==> src/upc_pkg.sv <==
// Package for the URL percent codec: register indexes, mode and phase codes,
// the result bundle and the character class functions.
// No dependencies.
package upc_pkg;

	localparam int CfgIdxW  = 1;
	localparam int CfgDataW = 3;

	typedef logic [CfgIdxW-1:0]  cfg_idx_t;
	typedef logic [CfgDataW-1:0] cfg_data_t;
	typedef logic [2:0]          mode_t;

	localparam cfg_idx_t REG_DIRECTION = 1'd0;
	localparam cfg_idx_t REG_ESC_MODE  = 1'd1;

	localparam logic DIR_ENCODE = 1'b0;
	localparam logic DIR_DECODE = 1'b1;

	localparam mode_t MODE_PATH     = 3'd0;
	localparam mode_t MODE_SEGMENT  = 3'd1;
	localparam mode_t MODE_HOST     = 3'd2;
	localparam mode_t MODE_ZONE     = 3'd3;
	localparam mode_t MODE_USERINFO = 3'd4;
	localparam mode_t MODE_QUERY    = 3'd5;
	localparam mode_t MODE_FRAGMENT = 3'd6;
	localparam mode_t MODE_SPARE    = 3'd7;

	localparam logic [7:0] CH_PCT   = 8'h25;
	localparam logic [7:0] CH_PLUS  = 8'h2B;
	localparam logic [7:0] CH_SPACE = 8'h20;

	typedef enum logic [2:0] {
		PH_IDLE = 3'b001,
		PH_PCT  = 3'b010,
		PH_HIGH = 3'b100
	} phase_t;

	typedef struct packed {
		logic [1:0]      cnt;
		logic [2:0][7:0] bytes;
		logic            last;
		logic            error;
	} res_t;

	function automatic logic needs_escape(input logic [7:0] c, input mode_t mode);
		logic r;
		logic host_like;
		r = 1'b1;
		host_like = (mode == MODE_HOST) || (mode == MODE_ZONE);
		if ((c >= "a" && c <= "z") || (c >= "A" && c <= "Z") || (c >= "0" && c <= "9")) begin
			r = 1'b0;
		end else if (host_like && (c == "!" || c == "$" || c == "&" || c == "'" || c == "("
				|| c == ")" || c == "*" || c == "+" || c == "," || c == ";" || c == "="
				|| c == ":" || c == "[" || c == "]" || c == "<" || c == ">"
				|| c == 8'h22)) begin
			r = 1'b0;
		end else if (c == "-" || c == "_" || c == "." || c == "~") begin
			r = 1'b0;
		end else if ((c == "$" || c == "&" || c == "+" || c == "," || c == "/" || c == ":"
				|| c == ";" || c == "=" || c == "?" || c == "@")
				&& !host_like && mode != MODE_SPARE) begin
			case (mode)
				MODE_PATH:     r = (c == "?");
				MODE_SEGMENT:  r = (c == "/" || c == ";" || c == "," || c == "?");
				MODE_USERINFO: r = (c == "@" || c == "/" || c == "?" || c == ":");
				MODE_QUERY:    r = 1'b1;
				default:       r = 1'b0;
			endcase
		end else if (mode == MODE_FRAGMENT && (c == "!" || c == "(" || c == ")" || c == "*")) begin
			r = 1'b0;
		end
		return r;
	endfunction

	// {valid, value}
	function automatic logic [4:0] hex_value(input logic [7:0] c);
		logic [4:0] r;
		r = 5'd0;
		if (c >= "0" && c <= "9")
			r = {1'b1, 4'(c - 8'h30)};
		else if (c >= "a" && c <= "f")
			r = {1'b1, 4'(c - 8'h57)};
		else if (c >= "A" && c <= "F")
			r = {1'b1, 4'(c - 8'h37)};
		return r;
	endfunction

	function automatic logic [7:0] hex_char(input logic [3:0] n);
		logic [7:0] r;
		if (n < 4'd10)
			r = 8'h30 + {4'd0, n};
		else
			r = 8'h37 + {4'd0, n};
		return r;
	endfunction

endpackage

==> src/upc_if.sv <==
// Stream interfaces of the URL percent codec: input byte channel and result
// channel, each with valid/ready handshake.
// No dependencies.
interface upc_in_if;
	logic       valid;
	logic       ready;
	logic [7:0] in_byte;
	logic       in_last;

	modport source (output valid, output in_byte, output in_last, input ready);
	modport sink   (input valid, input in_byte, input in_last, output ready);
endinterface

interface upc_out_if;
	logic       valid;
	logic       ready;
	logic [7:0] out_byte;
	logic       out_last;
	logic       out_error;

	modport source (output valid, output out_byte, output out_last, output out_error, input ready);
	modport sink   (input valid, input out_byte, input out_last, input out_error, output ready);
endinterface

==> src/upc_core.sv <==
// Input register and codec logic: escape state and result bundle per byte.
// Depends on upc_pkg and upc_if.
module upc_core (
	input  logic             clk,
	input  logic             arst_n,
	upc_in_if.sink           ingress,
	input  logic             dir,
	input  upc_pkg::mode_t   mode,
	output upc_pkg::res_t    res,
	output logic             res_valid,
	input  logic             res_ready
);
	import upc_pkg::*;

	logic       valid_s1;
	logic [7:0] byte_s1;
	logic       last_s1;

	phase_t     phase_q;
	logic [3:0] hnib_q;
	logic       err_q;

	phase_t     phase_n;
	logic [3:0] hnib_n;
	logic       err_n;
	logic       new_err;
	logic       err_out;
	logic       esc;
	logic [4:0] hv;
	logic [7:0] dec_val;
	logic       advance;

	assign esc     = needs_escape(byte_s1, mode);
	assign hv      = hex_value(byte_s1);
	assign dec_val = {hnib_q, hv[3:0]};

	always_comb begin
		res       = '0;
		phase_n   = phase_q;
		hnib_n    = hnib_q;
		new_err   = 1'b0;
		if (!err_q) begin
			if (dir == DIR_ENCODE) begin
				if (esc && byte_s1 == CH_SPACE && mode == MODE_QUERY) begin
					res.cnt      = 2'd1;
					res.bytes[0] = CH_PLUS;
				end else if (esc) begin
					res.cnt      = 2'd3;
					res.bytes[0] = CH_PCT;
					res.bytes[1] = hex_char(byte_s1[7:4]);
					res.bytes[2] = hex_char(byte_s1[3:0]);
				end else begin
					res.cnt      = 2'd1;
					res.bytes[0] = byte_s1;
				end
			end else begin
				unique case (phase_q)
					PH_IDLE: begin
						if (byte_s1 == CH_PCT) begin
							phase_n = PH_PCT;
						end else if (byte_s1 == CH_PLUS) begin
							res.cnt      = 2'd1;
							res.bytes[0] = (mode == MODE_QUERY) ? CH_SPACE : CH_PLUS;
						end else if ((mode == MODE_HOST || mode == MODE_ZONE)
								&& !byte_s1[7] && esc) begin
							new_err = 1'b1;
						end else begin
							res.cnt      = 2'd1;
							res.bytes[0] = byte_s1;
						end
					end
					PH_PCT: begin
						if (!hv[4]) begin
							new_err = 1'b1;
						end else begin
							hnib_n  = hv[3:0];
							phase_n = PH_HIGH;
						end
					end
					PH_HIGH: begin
						if (!hv[4]) begin
							new_err = 1'b1;
						end else begin
							if (mode == MODE_HOST && !hnib_q[3] && dec_val != CH_PCT) begin
								new_err = 1'b1;
							end else if (mode == MODE_ZONE && dec_val != CH_PCT
									&& dec_val != CH_SPACE && needs_escape(dec_val, MODE_HOST)) begin
								new_err = 1'b1;
							end else begin
								res.cnt      = 2'd1;
								res.bytes[0] = dec_val;
							end
							phase_n = PH_IDLE;
							hnib_n  = 4'd0;
						end
					end
					default: begin
						phase_n = PH_IDLE;
					end
				endcase
			end
		end
		err_out = err_q | new_err;
		if (new_err)
			res.cnt = 2'd0;
		err_n = err_out;
		if (last_s1) begin
			if (dir == DIR_DECODE && phase_n != PH_IDLE)
				err_out = 1'b1;
			if (err_out) begin
				res       = '0;
				res.cnt   = 2'd1;
				res.error = 1'b1;
			end else if (res.cnt == 2'd0) begin
				res.cnt = 2'd1;
			end
			res.last = 1'b1;
			phase_n  = PH_IDLE;
			hnib_n   = 4'd0;
			err_n    = 1'b0;
		end
	end

	assign advance       = valid_s1 && (res.cnt == 2'd0 || res_ready);
	assign res_valid     = valid_s1 && res.cnt != 2'd0;
	assign ingress.ready = !valid_s1 || advance;

	always_ff @(posedge clk or negedge arst_n) begin
		if (!arst_n) begin
			valid_s1 <= 1'b0;
			phase_q  <= PH_IDLE;
			hnib_q   <= 4'd0;
			err_q    <= 1'b0;
		end else begin
			if (ingress.ready)
				valid_s1 <= ingress.valid;
			if (advance) begin
				phase_q <= phase_n;
				hnib_q  <= hnib_n;
				err_q   <= err_n;
			end
		end
	end

	always_ff @(posedge clk) begin
		if (ingress.ready && ingress.valid) begin
			byte_s1 <= ingress.in_byte;
			last_s1 <= ingress.in_last;
		end
	end

endmodule

==> src/upc_serializer.sv <==
// Result register: holds up to three result bytes and hands them out one per
// transaction. Depends on upc_pkg and upc_if.
module upc_serializer (
	input  logic            clk,
	input  logic            arst_n,
	input  upc_pkg::res_t   res,
	input  logic            res_valid,
	output logic            res_ready,
	upc_out_if.source       egress
);
	import upc_pkg::*;

	logic [1:0]      cnt_q;
	logic [2:0][7:0] bytes_q;
	logic            last_q;
	logic            err_q;
	logic            pop;
	logic            load;

	assign pop       = egress.valid && egress.ready;
	assign res_ready = (cnt_q == 2'd0) || (cnt_q == 2'd1 && egress.ready);
	assign load      = res_valid && res_ready;

	assign egress.valid     = cnt_q != 2'd0;
	assign egress.out_byte  = bytes_q[0];
	assign egress.out_last  = last_q && cnt_q == 2'd1;
	assign egress.out_error = err_q;

	always_ff @(posedge clk or negedge arst_n) begin
		if (!arst_n) begin
			cnt_q <= 2'd0;
		end else if (load) begin
			cnt_q <= res.cnt;
		end else if (pop) begin
			cnt_q <= cnt_q - 2'd1;
		end
	end

	always_ff @(posedge clk) begin
		if (load) begin
			bytes_q <= res.bytes;
			last_q  <= res.last;
			err_q   <= res.error;
		end else if (pop) begin
			bytes_q <= {8'd0, bytes_q[2:1]};
		end
	end

endmodule

==> src/url_percent_codec.sv <==
// URL percent codec top level: configuration registers, codec core and
// result serializer. Depends on upc_pkg, upc_if, upc_core and upc_serializer.
//
// Percent-encodes or decodes the bytes of one URL component, one input
// transaction per byte, with in_last on the final byte. The input side takes
// a byte every cycle while the result side keeps up; a byte passes through an
// input register and then the result register, from which its first result
// is offered. A byte that encodes to %XX yields three results, drained one
// per cycle by the result register while the output is ready, and the input
// stalls behind it. Decoding yields at most one result per byte and none for
// escape digits still pending. Once an error is found in a string no data
// results follow; the last byte then yields one result with out_error and
// out_last set and out_byte zero. A string that yields no data still gives
// one empty result with out_last. Write direction and escape_mode only while
// the block is idle.
module url_percent_codec (
	input  logic                clk,
	input  logic                arst_n,
	input  logic                cfg_we,
	input  upc_pkg::cfg_idx_t   cfg_index,
	input  upc_pkg::cfg_data_t  cfg_data,
	upc_in_if.sink              ingress,
	upc_out_if.source           egress
);
	import upc_pkg::*;

	logic  dir_q;
	mode_t mode_q;
	res_t  res;
	logic  res_valid;
	logic  res_ready;

	always_ff @(posedge clk or negedge arst_n) begin
		if (!arst_n) begin
			dir_q  <= DIR_ENCODE;
			mode_q <= MODE_PATH;
		end else if (cfg_we) begin
			unique case (cfg_index)
				REG_DIRECTION: dir_q  <= cfg_data[0];
				REG_ESC_MODE:  mode_q <= cfg_data[2:0];
				default: ;
			endcase
		end
	end

	upc_core u_core (
		.clk       (clk),
		.arst_n    (arst_n),
		.ingress   (ingress),
		.dir       (dir_q),
		.mode      (mode_q),
		.res       (res),
		.res_valid (res_valid),
		.res_ready (res_ready)
	);

	upc_serializer u_ser (
		.clk       (clk),
		.arst_n    (arst_n),
		.res       (res),
		.res_valid (res_valid),
		.res_ready (res_ready),
		.egress    (egress)
	);

endmodule

==> src/flat_wrapper.sv <==
// flat-port wrapper written by rule: the top's interface ports become plain ports
module url_percent_codec_flat import upc_pkg::*;
  (clk, arst_n, cfg_we, cfg_index, cfg_data, ingress_valid, ingress_in_byte, ingress_in_last, ingress_ready, egress_valid, egress_out_byte, egress_out_last, egress_out_error, egress_ready);
  upc_in_if ingress_i ();
  upc_out_if egress_i ();
  input  logic clk;
  input  logic arst_n;
  input  logic cfg_we;
  input  upc_pkg::cfg_idx_t cfg_index;
  input  upc_pkg::cfg_data_t cfg_data;
  input wire logic [$bits(ingress_i.valid)-1:0] ingress_valid;
  input wire logic [$bits(ingress_i.in_byte)-1:0] ingress_in_byte;
  input wire logic [$bits(ingress_i.in_last)-1:0] ingress_in_last;
  output wire logic [$bits(ingress_i.ready)-1:0] ingress_ready;
  output wire logic [$bits(egress_i.valid)-1:0] egress_valid;
  output wire logic [$bits(egress_i.out_byte)-1:0] egress_out_byte;
  output wire logic [$bits(egress_i.out_last)-1:0] egress_out_last;
  output wire logic [$bits(egress_i.out_error)-1:0] egress_out_error;
  input wire logic [$bits(egress_i.ready)-1:0] egress_ready;
  assign ingress_i.valid = ingress_valid;
  assign ingress_i.in_byte = ingress_in_byte;
  assign ingress_i.in_last = ingress_in_last;
  assign ingress_ready = ingress_i.ready;
  assign egress_valid = egress_i.valid;
  assign egress_out_byte = egress_i.out_byte;
  assign egress_out_last = egress_i.out_last;
  assign egress_out_error = egress_i.out_error;
  assign egress_i.ready = egress_ready;
  url_percent_codec u_core (.clk(clk), .arst_n(arst_n), .cfg_we(cfg_we), .cfg_index(cfg_index), .cfg_data(cfg_data), .ingress(ingress_i), .egress(egress_i));
endmodule
==> config.mk <==
export PLATFORM = sky130hd
export DESIGN_NAME = url_percent_codec_flat
export DESIGN_NICKNAME = d
export VERILOG_FILES = /design/src/upc_pkg.sv /design/src/upc_if.sv /design/src/upc_core.sv /design/src/upc_serializer.sv /design/src/url_percent_codec.sv /design/src/flat_wrapper.sv
export SDC_FILE = /design/constraint.sdc
export NUM_CORES = 1
export LEC_CHECK = 0
export ABC_AREA = 1
export BUFFER_PORTS_ARGS = -buffer_cell sky130_fd_sc_hd__clkbuf_2
export CORE_ASPECT_RATIO = 2
export CORE_MARGIN = 2
export CORE_UTILIZATION = 61
export DETAILED_ROUTE_END_ITERATION = 12
export PLACE_DENSITY = 0.91
export SLEW_MARGIN = 20
export SYNTH_ARGS = -nofsm -noshare
export SYNTH_HDL_FRONTEND = slang
export SYNTH_SLANG_ARGS = --single-unit
export TNS_END_PERCENT = 5
==> constraint.sdc <==
create_clock -name clk -period 4.3 [get_ports clk]
set_input_delay 0.43 -clock clk [delete_from_list [all_inputs] [get_ports clk]]
set_output_delay 0.43 -clock clk [all_outputs]
set_load 0.01 [all_outputs]
### Yosys cells after proc, flatten, opt, wreduce, memory -nomap -nowiden

Index checks and enable logic that the tools add are counted.

* bitwise gates (word level): 2
* shift-type cells: 0
* $add $sub $neg: 8
* div/mod/pow operators: 0
* reduce and logical (&&, ||, !) cells: 109
* magnitude comparators: 16
* eq/ne operators: 64
* muxes and demuxes: 79
* $mul: 0

Operators with widths (number)
* equality test 8 x 6 -> 1 bit (second input constant): 38
* equality test 8 x 7 -> 1 bit (second input constant): 9
* two-way mux 8 bit: 9
* logical OR 1 bit: 64
* two-way mux 26 bit: 2
* less-or-equal comparator 8 x 7 -> 1 bit (second input constant): 6
* two-way mux 16 bit: 3
* two-way mux 24 bit: 2
* >= comparator 8 x 7 -> 1 bit (second input constant): 4
* two-way mux 1 bit: 31
* logical AND 1 bit: 29
* adder 6 x 4 -> 7 bit (first input constant): 4
* two-way mux 28 bit: 1
* two-way mux 4 bit: 6
* two-way mux 3 bit: 6
* >= comparator 8 x 6 -> 1 bit (second input constant): 2
* less-or-equal comparator 8 x 6 -> 1 bit (second input constant): 2
* two-way mux 2 bit: 8
* inequality test 8 x 6 -> 1 bit (second input constant): 2
* one-hot mux 8 bit (2 select lines): 1
* two-way mux 5 bit: 3
* two-way mux 7 bit: 2
* equality test 3 bit (second input constant): 4
* equality test 3 x 2 -> 1 bit (second input constant): 3
* other kinds (23): 37

* latch bits: 0
* ROM bits: 0
* logic and storage cells: 292
* memories: 0
* RAM bits: 0
* bits in registers: 50

### Longest topological paths before layout

Gate-level depths: netlist of run 1.

* word-level depth: 46
* depth in mapped cells: 27

### By module

A second synthesis of run 1 with hierarchy kept.

* cell total of the unflattened synthesis: 610
* area total of the unflattened synthesis: 4282.9 µm²

Modules (own cells, without submodules)
* upc_core: instances 1, area an instance 2778.9 µm², cells each 461
* upc_serializer: instances 1, area an instance 1340.0 µm², cells each 130
* url_percent_codec: instances 1, area an instance 163.9 µm², cells each 19

### Least setup slack after synthesis of run 1

Ideal clock, no wire load.

* path kind: register to register
* start: register u_core.u_core.byte_s1[0]
* end: register u_core.u_ser.bytes_q[10] in the netlist's numbering (enable)
* cell stages (with the launch flop): 25
* setup time: 357 ps
* period minus slack after synthesis: 3253 ps
* path slack: 1047 ps
* arrival time: 2896 ps
* cells stage by stage: edfxtp_1 > inv_1 > ha_1 > nand2_1 > nand2_1 > nand2_2 > nand2_4 > nand2_4 > inv_1 > nand2_1 > nand2_4 > inv_2 > nor2_2 > nand2_1 > nand3_1 > nor2_1 > nor2_1 > nor2_1 > nand2_2 > nand3_4 > nand2_2 > nand2_2 > a21oi_1 > nand2_1 > nand2_2

* longest elaborated chain between the ends: 45

RTL lines
* from (decl): RTL line upc_core.sv:16 `logic [7:0] byte_s1;`
* from (signal assigned): RTL line upc_core.sv:147 `byte_s1 <= ingress.in_byte;`
* >= comparator 8 x 7 -> 1 bit / less-or-equal comparator 8 x 7 -> 1 bit (equally long branches): RTL line upc_pkg.sv:50, upc_pkg.sv:83
* logical AND 1 bit: RTL line upc_pkg.sv:83 `else if (c >= "A" && c <= "F")`
* two-way mux 5 bit: RTL line upc_pkg.sv:83
* two-way mux 5 bit: RTL line upc_pkg.sv:81 `else if (c >= "a" && c <= "f")`
* two-way mux 5 bit: RTL line upc_pkg.sv:79 `if (c >= "0" && c <= "9")`
* equality test 8 x 6 -> 1 bit
* logical OR 1 bit (5 in a row): RTL line upc_pkg.sv:52 `end else if (host_like && (c == "!" || c == "$" || c == "&" || c == "'" || c == "("`
* logical OR 1 bit (5 in a row): RTL line upc_pkg.sv:53 `|| c == ")" || c == "*" || c == "+" || c == "," || c == ";" || c == "="`
* [... 21 more ...]
* zero test 2 bit / two-way mux 1 bit (equally long branches): RTL line upc_core.sv:114, upc_core.sv:108
* two-way mux 2 bit / two-way mux 1 bit (equally long branches): RTL line upc_core.sv:114, upc_core.sv:107
* two-way mux 2 bit: RTL line upc_core.sv:110 `if (err_out) begin`
* two-way mux 28 bit *: RTL line upc_core.sv:107 `if (last_s1) begin`
* nonzero test 2 bit *: RTL line upc_core.sv:125 `assign res_valid = valid_s1 && res.cnt != 2'd0;`
* logical AND 1 bit *: RTL line upc_core.sv:125
* logical AND 1 bit *: RTL line upc_serializer.sv:22 `assign load = res_valid && res_ready;`
* nonzero test 2 bit (no source line) *
* to (signal assigned): RTL line upc_serializer.sv:41 `bytes_q <= res.bytes;`
* to (signal assigned): RTL line upc_serializer.sv:45 `bytes_q <= {8'd0, bytes_q[2:1]};`
* to (decl): RTL line upc_serializer.sv:14 `logic [2:0][7:0] bytes_q;`

Mark *: on every way between the ends. The rest lies on a longest branch, timed or not. The select of a mux whose other input is x is not followed.
A chain may end at the register's enable or synchronous reset.

### Worst setup path in the final report of run 1

* start: register u_core.u_core.byte_s1[1]
* end: output port ingress_ready

* longest elaborated chain between the ends: 45

RTL lines
* >= comparator 8 x 7 -> 1 bit / less-or-equal comparator 8 x 7 -> 1 bit (equally long branches): RTL line upc_pkg.sv:50, upc_pkg.sv:83
* logical AND 1 bit: RTL line upc_pkg.sv:83
* two-way mux 5 bit: RTL line upc_pkg.sv:83
* two-way mux 5 bit: RTL line upc_pkg.sv:81
* two-way mux 5 bit: RTL line upc_pkg.sv:79
* equality test 8 x 6 -> 1 bit
* logical OR 1 bit (5 in a row): RTL line upc_pkg.sv:52
* logical OR 1 bit (5 in a row): RTL line upc_pkg.sv:53
* [... 21 more ...]
* zero test 2 bit / two-way mux 1 bit (equally long branches): RTL line upc_core.sv:114, upc_core.sv:108
* two-way mux 2 bit / two-way mux 1 bit (equally long branches): RTL line upc_core.sv:114, upc_core.sv:107
* two-way mux 2 bit: RTL line upc_core.sv:110
* two-way mux 28 bit *: RTL line upc_core.sv:107
* zero test 2 bit *: RTL line upc_core.sv:124 `assign advance = valid_s1 && (res.cnt == 2'd0 || res_ready);`
* logical OR 1 bit *: RTL line upc_core.sv:124
* logical AND 1 bit *: RTL line upc_core.sv:124
* logical OR 1 bit *: RTL line upc_core.sv:126 `assign ingress.ready = !valid_s1 || advance;`
* to (decl): RTL line flat_wrapper.sv:14 `output wire logic [$bits(ingress_i.ready)-1:0] ingress_ready;`

Marked as above.

==> results of run 1 <==
power groups by stage:
stage | registers (uW) | logic [uW] | clock network (uW)
after detailed placement | 893 | 1400 | 0
after floorplan | 839 | 1180 | 0
final | 885 | 1430 | 415
after CTS | 884 | 1400 | 410
after global routing | 909 | 1590 | 429
after global placement | 888 | 1380 | 0
sequential cells by signal (all words and copies together), names as in the netlist, 2 cells and up:
register / flops
u_core.u_ser.bytes_q: 14
u_core.u_core.byte_s1: 8
u_core.u_ser.egress.out_byte: 8
u_core.u_core.hnib_q: 4
u_core.mode_q: 3
u_core.u_core.phase_q: 3
u_core.u_ser.cnt_q: 2
repair_timing:
item,in CTS,in global routing
buffers inserted,0,1
resized for setup,0,0
hold buffers,0,0
endpoints found under the setup margin,0,24
layout make-up:
type                    count  area (um^2)
well taps                  86        107.6
repair buffers             30        152.6
fillers                   549         2059
clock inverters             2        13.76
inverters                  65        249.0
clock buffers               6        138.9
flip-flops and latches     48         1368
multi-input cells         400         2118
worst paths after layout:
kind                                                from                       end  slack, ps  cells after the start
max in group asynchronous                         arst_n  u_core.u_core.phase_q[0]       3940                      1
worst max register to register  u_core.u_core.byte_s1[1]  u_core.u_ser.bytes_q[20]        360                     23
worst max-delay path            u_core.u_core.byte_s1[1]             ingress_ready        260                     23
min in group clk                      ingress_in_byte[1]  u_core.u_core.byte_s1[1]        290                      1
worst min register to register     u_core.u_core.last_s1       u_core.u_ser.last_q        500                      0
worst min-delay path                              arst_n  u_core.u_core.phase_q[1]         30                      1
Yosys cell counts, drive strengths merged:
| library cell | instances | area (um^2) |
|---|---|---|
| a211oi | 1 | 7.510 |
| a21bo | 1 | 10.01 |
| a21boi | 1 | 7.510 |
| a21oi | 20 | 126.4 |
| a31oi | 4 | 25.02 |
| and2 | 1 | 6.260 |
| buf | 14 | 121.4 |
| clkbuf | 3 | 11.26 |
| dfrtp | 14 | 350.3 |
| dfstp | 1 | 26.28 |
| edfxtp | 33 | 991.0 |
| ha | 12 | 150.1 |
| inv | 65 | 249.0 |
| mux2 | 1 | 11.26 |
| nand2 | 170 | 710.7 |
| nand3 | 49 | 287.8 |
| nand4 | 9 | 68.81 |
| nor2 | 56 | 240.2 |
| nor3 | 14 | 80.08 |
| nor3b | 1 | 7.510 |
| nor4 | 2 | 12.51 |
| o211ai | 9 | 67.56 |
| o21ai | 36 | 206.5 |
| o21bai | 1 | 7.510 |
| o221ai | 1 | 8.760 |
| o22ai | 7 | 43.79 |
| o41ai | 1 | 8.760 |
| or2 | 1 | 6.260 |
| xor2 | 2 | 17.52 |
cells in the final DEF, fill, tap and decap left out, drive strengths merged, types with 2 or more instances in the layout:
master / n
a21oi: 20
a31oi: 4
clkbuf: 35
dfrtp: 14
edfxtp: 33
ha: 12
inv: 66
nand2: 170
nand3: 49
nand4: 9
nor2: 56
nor3: 14
nor4: 2
o211ai: 9
o21ai: 36
o22ai: 7
xor2: 2
routing by layer:
metal,vias to the layer above,part of all wire [%]
met4,0,6.6
met1,1649,38
met5,-,0
li1,1801,-
met2,208,49
met3,51,6.7
worst max-delay path, delay by kind of cell, from the launching register on:
kind	cells	cell delay (ps)
simple gates	17	1850
flops	1	560
buf+inv	4	420
fa+ha+maj	1	240
compound gates	1	210
logic make-up after synthesis:
group,count (synthesis),synth area share (%)
and+or+nand+nor,303,36.72
AOI/OAI and AO/OA,82,13.43
buffers and inverters,82,9.867
DFF,48,35.36
adders and majority gates,12,3.882
xor gates and xnor gates,2,0.4530
muxes,1,0.2911
through the flow:
| stage | hold WS, ps | power [uW] |
|---|---|---|
| final | 27.64 | 2735 |
| after global routing | 71.58 | 2932 |
| after CTS | 45.72 | 2699 |
| after detailed placement | 366.8 | 2290 |
| after global placement | 364.5 | 2266 |
| after floorplan | 134.4 | 2018 |
==> flow_metrics.env, run 1 <==
export IMPL_status="finished, final reports clean"
export IMPL_wl_um=9775
export IMPL_area_delta_synth_final_pct=7.247
export IMPL_place_area_mm2=0.003988
export IMPL_cp_slowest_cell="edfxtp_1"
export IMPL_ant_nets=0
export IMPL_vias=3709
export IMPL_cts_root_buf="clkbuf_16"
export IMPL_fin_crit_ps=4036
export IMPL_grtUsageTotal_pct=29.36
export IMPL_worstPathMaxFanout=8
export IMPL_grt_first_pass_wirelength_um=15500
export IMPL_relSlewSlack_pct=30.90
export IMPL_port_buffers=29
export IMPL_die_x_um=60.31
export IMPL_diodes=0
export IMPL_worst_slack_ps=263.6
export IMPL_worstPathCellList="inv_2 > ha_1 > nand2_1 > nand2_1 > nand2_2 > nand2_4 > nand2_4 > nand3_1 > nand2_2 > inv_2 > nor2_4 > nand4_1 > nand2_1 > nand2_1 > inv_1 > nor2_2 > nand2_2 > nand3_4 > nand2_2 > nand2_2 > a21oi_1 > nand2_1 > clkbuf_2"
export IMPL_pwr_share_comb_pct=52.5
export IMPL_endpoint_kind="primary output"
export IMPL_numCtsBuffers=5
export IMPL_grt_use_met3_pct=4.762
export IMPL_drc=0
export IMPL_hp_class="input port to asynchronous set/reset pin"
export IMPL_initial_core_util_pct=62.31
export IMPL_finalSetupViolations=0
export IMPL_grt_busiest_layer="met2"
export IMPL_irDropWorstVdd_mv=0.3383
export IMPL_dp_cells=628
export IMPL_clock_fmax_mhz=247.7
export IMPL_cts_tree="built"
export IMPL_gr_usage_met1_pct=33.05
export IMPL_final_cells=637
export IMPL_worst_pin_slew_ps=1029
export IMPL_grt_overflow_total=0
export IMPL_core_area_mm2=0.006207
export IMPL_path_clk_slew_ps=80
export IMPL_grt_max_degree=27
export IMPL_hold_viol_final=0
export IMPL_hpwl_um=7538
export IMPL_slew_viol_final=0
export IMPL_switching_share_pct=48.04
export IMPL_clk_path_buf_depth=2
export IMPL_p_int_uw=1421
export IMPL_critPathMaxStageDelay_ps=560
export IMPL_p_sw_uw=1314
export IMPL_gp_congestion=0.9970
export IMPL_cp_arrival_ps=3610
export IMPL_avgSynthCellArea_um2=7.297
export IMPL_pre_cts_ws_ps=315.1
export IMPL_finalClockSkew_ps=15.85
export IMPL_tns_ps=0
export IMPL_pwr_share_clk_pct=15.2
export IMPL_die_h_um=116.6
export IMPL_fin_nets=580
export IMPL_routed_via_density=5.823
export IMPL_ys_ff_latch=48
export IMPL_final_core_util_pct=66.82
export IMPL_crit_type="register to primary output"
export IMPL_seq_power_share_pct=32.4
export IMPL_drt_iter0_drc=314
export IMPL_maxCapViolations=0
export IMPL_wl_per_cell_um=15.35
export IMPL_synth_warnings=0
export IMPL_first_pass_iters=7
export IMPL_drive_gt1_share_pct=17.97
export IMPL_power_leakage_uw=0.001967
export IMPL_cts_max_level=2
export IMPL_rows=41
export IMPL_yosysSeqAreaShare_pct=35.36
export IMPL_clk_latency_ps=310
export IMPL_rsz0062_at_grt="no"
export IMPL_grt_pass1_vias=3346
export IMPL_fin_area_mm2=0.004148
export IMPL_synthesis_nets=560
export IMPL_post_route_period_util_pct=93.87
export IMPL_antenna_found_initial=0
export IMPL_die_area_mm2=0.007032
export IMPL_yosysUniqueCellTypes=45
export IMPL_p_per_area_mw_per_mm2=659.3
export IMPL_synthCells=530
export IMPL_cts_sinks=48
export IMPL_grt_util_met2_pct=49.57
export IMPL_num_io_pins=30
export IMPL_critPathLaunchType="register"
export IMPL_required_ps=3870
export IMPL_synth_cell_area_mm2=0.003867
Power figures use the tool's default switching activity.
==> run 2, diff against run 1 <==
- PLACE_DENSITY: 0.91 -> 0.81
==> flow_metrics.env, run 2 (synthesized netlist as in run 1, its figures left out) <==
export IMPL_cp_slowest_cell="edfxtp_1"
export IMPL_clk_path_buf_depth=2
export IMPL_hold_viol_final=0
export IMPL_post_cts_buffers=0
export IMPL_hold_buffers=0
export IMPL_final_common_cell="nand2_1"
export IMPL_drc=0
export IMPL_worst_pin_slew_ps=896.0
export IMPL_worstPathCellList="inv_1 > ha_1 > nand2_1 > nand2_1 > nand2_2 > nand2_4 > nand2_4 > nand2_1 > nand2_1 > nand3_1 > nor2_1 > nand2_1 > nand4_1 > and2_1 > nand3_4 > nand2_2 > nand2_2 > a21oi_1 > nand2_1 > clkbuf_2"
export IMPL_place_area_mm2=0.003995
export IMPL_routed_via_density=5.665
export IMPL_slew_viol_final=0
export IMPL_power_leakage_uw=0.001980
export IMPL_grtUsageTotal_pct=29.52
export IMPL_crit_buf_inv=2
export IMPL_crit_type="register to primary output"
export IMPL_numCtsBuffers=5
export IMPL_clk_latency_ps=290
export IMPL_status="finished, final reports clean"
export IMPL_drive_gt1_share_pct=17.82
export IMPL_path_common_cell="nand2_1"
export IMPL_diodes=0
export IMPL_wl_um=9878
export IMPL_first_pass_iters=8
export IMPL_fin_nets=580
export IMPL_largest_reg_flops=14
export IMPL_drt_iter0_drc=289
export IMPL_finalSetupViolations=0
export IMPL_die_x_um=60.31
export IMPL_port_buffers=29
export IMPL_grt_first_pass_wirelength_um=15430
export IMPL_ant_nets=0
export IMPL_endpoint_kind="primary output"
export IMPL_fin_area_mm2=0.004180
export IMPL_core_area_mm2=0.006207
export IMPL_vias=3603
export IMPL_top_register="u_core.u_ser.bytes_q"
export IMPL_grt_pass1_vias=3399
export IMPL_hpwl_um=7756
export IMPL_path_clk_slew_ps=60
export IMPL_cts_max_level=2
export IMPL_gp_congestion=0.9793
export IMPL_rows=41
export IMPL_area_delta_synth_final_pct=8.088
export IMPL_fin_crit_ps=4050
export IMPL_p_per_area_mw_per_mm2=670.3
export IMPL_tns_ps=0
export IMPL_finalClockSkew_ps=7.525
export IMPL_clock_fmax_mhz=246.9
export IMPL_worst_slack_ps=250.3
export IMPL_relSlewSlack_pct=39.81
export IMPL_initial_core_util_pct=62.31
export IMPL_die_h_um=116.6
export IMPL_final_cell_mix="nand2_1 (151), inv_1 (55), nor2_1 (48)"
export IMPL_num_io_pins=30
export IMPL_path_delay_family="simple AND/OR/NAND/NOR gates"
export IMPL_pre_cts_ws_ps=393.4
export IMPL_wl_per_cell_um=15.53
export IMPL_final_cells=636
export IMPL_critPathMaxStageDelay_ps=520
export IMPL_nFillCells=543
export IMPL_worstPathMaxFanout=9
export IMPL_required_ps=3870
export IMPL_grt_max_degree=27
export IMPL_hp_class="input port to asynchronous set/reset pin"
export IMPL_cts_root_buf="clkbuf_16"
export IMPL_grt_overflow_total=0
export IMPL_p_total_uw=2802
export IMPL_dp_cells=629
export IMPL_antenna_found_initial=0
export IMPL_post_route_period_util_pct=94.18
export IMPL_ctsResizeCount=0
export IMPL_cts_sinks=48
export IMPL_rsz0062_at_grt="no"
export IMPL_irDropWorstVdd_mv=0.3367
export IMPL_cts_tree="built"
export IMPL_maxCapViolations=0
export IMPL_critPathLaunchType="register"
export IMPL_cp_arrival_ps=3620
export IMPL_die_area_mm2=0.007032
[run 2: cell count changes in the layout (fill, tap and decap cells not counted), sizes merged]
cell | previous run | this run
bufinv | 0 | 2
clkbuf | 35 | 34
clkinv | 1 | 0
inv | 66 | 65
[run 2: layout make-up]
cell class | instances | area, um^2 | share of cell area, %
flip-flops and latches | 48 | 1368 | 32.71
clock buffers | 5 | 125.1 | 2.993
repair buffers | 30 | 152.6 | 3.652
clock inverters | 2 | 60.06 | 1.437
well taps | 86 | 107.6 | 2.574
inverters | 65 | 249.0 | 5.956
multi-input cells | 400 | 2118 | 50.67
[run 2: stage by stage]
| stage | util [%] | hold WS (ps) |
|---|---|---|
| finish | 67.35 | 61.31 |
| global route | 67.35 | 91.41 |
| CTS | 67.35 | 72.81 |
| detailed placement | 64.36 | 376.1 |
| global placement | 64.36 | 375.2 |
| floorplan | - | 134.4 |
[run 2: path summary, 6_finish.rpt]
| kind | start | to | slack (ps) | cells past startpoint |
|---|---|---|---|---|
| hold / removal | arst_n | u_core.u_ser.cnt_q[0] | 60 | 1 |
| setup reg to reg | u_core.u_core.byte_s1[0] | u_core.u_ser.bytes_q[14] | 330 | 20 |
| min in group clk | ingress_in_byte[3] | u_core.u_core.byte_s1[3] | 320 | 1 |
| setup / recovery | u_core.u_core.byte_s1[0] | ingress_ready | 250 | 20 |
| hold reg to reg | u_core.u_core.last_s1 | u_core.u_ser.last_q | 490 | 0 |
| max in group asynchronous | arst_n | u_core.u_core.phase_q[0] | 3920 | 1 |
[run 2: per-layer routing]
layer | vias to the layer above | wire length (um) | GRT usage [%]
met4 | 0 | 697 | 20.59
met2 | 135 | 5021 | 50.65
li1 | 1800 | - | -
met3 | 45 | 419 | 3.987
met5 | - | 0 | 0
met1 | 1623 | 3740 | 32.08
[run 2: power by group]
group          internal, uW  switching (uW)
combinational           439             984
clock                   330             162
sequential              750             137
==> run 3, diff against run 2 <==
==> constraint.sdc (replaced) <==
create_clock -name clk -period 4.3 [get_ports clk]
set_input_delay 0.86 -clock clk [delete_from_list [all_inputs] [get_ports clk]]
set_output_delay 0.86 -clock clk [all_outputs]
set_load 0.01 [all_outputs]
==> flow_metrics.env, run 3 (synthesized netlist as in run 1, its figures left out) <==
export IMPL_clk_latency_ps=300
export IMPL_first_pass_iters=6
export IMPL_worstPathMaxFanout=7
export IMPL_hold_buffers=0
export IMPL_top_register="u_core.u_ser.bytes_q"
export IMPL_critPathMaxStageDelay_ps=540
export IMPL_port_buffers=29
export IMPL_crit_buf_inv=2
export IMPL_drc=0
export IMPL_nFillCells=540
export IMPL_worst_pin_slew_ps=912.5
export IMPL_hp_class="input port to asynchronous set/reset pin"
export IMPL_numCtsBuffers=5
export IMPL_pwr_share_comb_pct=54.5
export IMPL_required_ps=3440
export IMPL_initial_core_util_pct=62.31
export IMPL_critPathLaunchType="register"
export IMPL_post_route_period_util_pct=96.91
export IMPL_grt_overflow_total=0
export IMPL_ant_nets=0
export IMPL_cp_slowest_cell="edfxtp_1"
export IMPL_slew_viol_final=0
export IMPL_dp_cells=631
export IMPL_p_per_area_mw_per_mm2=658.6
export IMPL_fin_nets=601
export IMPL_grtUsageTotal_pct=30.35
export IMPL_maxCapViolations=0
export IMPL_power_leakage_uw=0.002059
export IMPL_relSlewSlack_pct=38.37
export IMPL_grt_pass1_vias=3445
export IMPL_reg2regPathDepth=24
export IMPL_cts_root_buf="clkbuf_16"
export IMPL_routed_via_density=5.758
export IMPL_seq_power_share_pct=30.9
export IMPL_rrSetupSlack_ps=620
export IMPL_hpwl_um=7689
export IMPL_area_delta_synth_final_pct=12.13
export IMPL_cts_max_level=2
export IMPL_pre_cts_ws_ps=340.3
export IMPL_path_common_cell="nand2_1"
export IMPL_num_io_pins=30
export IMPL_die_x_um=60.31
export IMPL_pwr_share_clk_pct=14.6
export IMPL_drt_iter0_drc=267
export IMPL_fin_crit_ps=4167
export IMPL_grt_max_degree=27
export IMPL_final_cells=658
export IMPL_finalClockSkew_ps=11.90
export IMPL_r2r_start="u_core.u_core.byte_s1[6]"
export IMPL_diodes=0
export IMPL_cts_tree="built"
export IMPL_timing_rr_end="u_core.u_ser.bytes_q[14]"
export IMPL_final_cell_mix="nand2_1 (150), inv_1 (51), nor2_1 (48)"
export IMPL_die_area_mm2=0.007032
export IMPL_wl_um=10530
export IMPL_largest_reg_flops=14
export IMPL_endpoint_kind="primary output"
export IMPL_drive_gt1_share_pct=22.20
export IMPL_clock_fmax_mhz=240.0
export IMPL_die_h_um=116.6
export IMPL_tns_ps=0
export IMPL_rows=41
export IMPL_worst_slack_ps=133.0
export IMPL_p_int_uw=1492
export IMPL_final_common_cell="nand2_1"
export IMPL_clk_path_buf_depth=2
export IMPL_worstPathCellList="inv_4 > nor2_2 > nand3_1 > nand2_1 > nand2_1 > nand2_2 > nand3_4 > nand2_1 > nand3_1 > nand2_1 > nand2_1 > nand2_1 > nand2_1 > nand3_1 > nor2_2 > nand2_2 > nand3_4 > nand2_2 > nand2_2 > a21oi_2 > nand2_1 > clkbuf_2"
export IMPL_grt_first_pass_wirelength_um=15860
export IMPL_wl_per_cell_um=16.01
export IMPL_vias=3789
export IMPL_path_clk_slew_ps=80
export IMPL_irDropWorstVdd_mv=0.3217
export IMPL_cts_sinks=48
export IMPL_path_delay_family="simple AND/OR/NAND/NOR gates"
export IMPL_p_sw_uw=1364
export IMPL_status="finished, final reports clean"
export IMPL_antenna_found_initial=0
export IMPL_p_total_uw=2856
export IMPL_finalSetupViolations=0
export IMPL_switching_share_pct=47.76
export IMPL_core_area_mm2=0.006207
export IMPL_gp_congestion=0.9697
export IMPL_cp_arrival_ps=3310
export IMPL_hold_viol_final=0
export IMPL_crit_type="register to primary output"
==> run 3: changes by cell type in the layout (fill, tap and decap cells not counted), sizes merged <==
cell,previous run,this run
bufinv,2,0
nand3,49,50
clkinv,0,1
buf,1,21
clkbuf,34,35
inv,65,66
==> run 3: metrics by stage <==
stage	utilization [%]	hold WS (ps)	cell area (um^2)
after detailed placement	64.60	463.8	4010
after global routing	69.86	504.8	4337
final	69.86	476.4	4337
after CTS	67.06	485.1	4163
after global placement	64.60	474.2	4010
after floorplan	-	443.1	3867
==> run 3: timing repair <==
item / 4_1_cts / 5_1_grt
setup buffers: 0 / 18
gates resized for setup: 0 / 10
endpoints found under the setup margin: 0 / 1
==> run 3: area by class of cell <==
class,count,area [um^2],area share [%]
sequential,48,1368,31.53
tap,86,107.6,2.481
multi-input combinational,401,2155,49.68
inverter,65,251.5,5.799
timing repair buffer,50,302.8,6.982
clock buffer,6,138.9,3.203
clock inverter,2,13.76,0.3174
==> run 3: metal layers <==
layer | wire length [um] | track usage, % | share of wire, %
met5 | 0 | 0 | 0
met4 | 604 | 17.19 | 5.7
met3 | 703 | 4.762 | 6.7
met2 | 5493 | 54.71 | 52
met1 | 3732 | 31.92 | 35
==> run 3: power groups by stage <==
stage | combinational (uW) | sequential [uW] | clock (uW)
floorplan | 1180 | 839 | 0
global placement | 1400 | 883 | 0
detailed placement | 1420 | 890 | 0
CTS | 1430 | 884 | 415
global route | 1710 | 903 | 435
finish | 1560 | 882 | 417
==> run 3: worst max-delay path by stage <==
stage / from / end / slack, ps / depth (start not counted)
global placement: u_core.u_core.byte_s1[0] / ingress_ready / 410 / 24
finish: u_core.u_core.byte_s1[6] / ingress_ready / 130 / 22
detailed placement: u_core.u_core.byte_s1[0] / ingress_ready / 340 / 24
floorplan: u_core.u_core.byte_s1[0] / ingress_ready / 850 / 23
CTS: u_core.u_core.byte_s1[0] / ingress_ready / 10 / 24
global route: u_core.u_core.byte_s1[6] / ingress_ready / -60 / 22
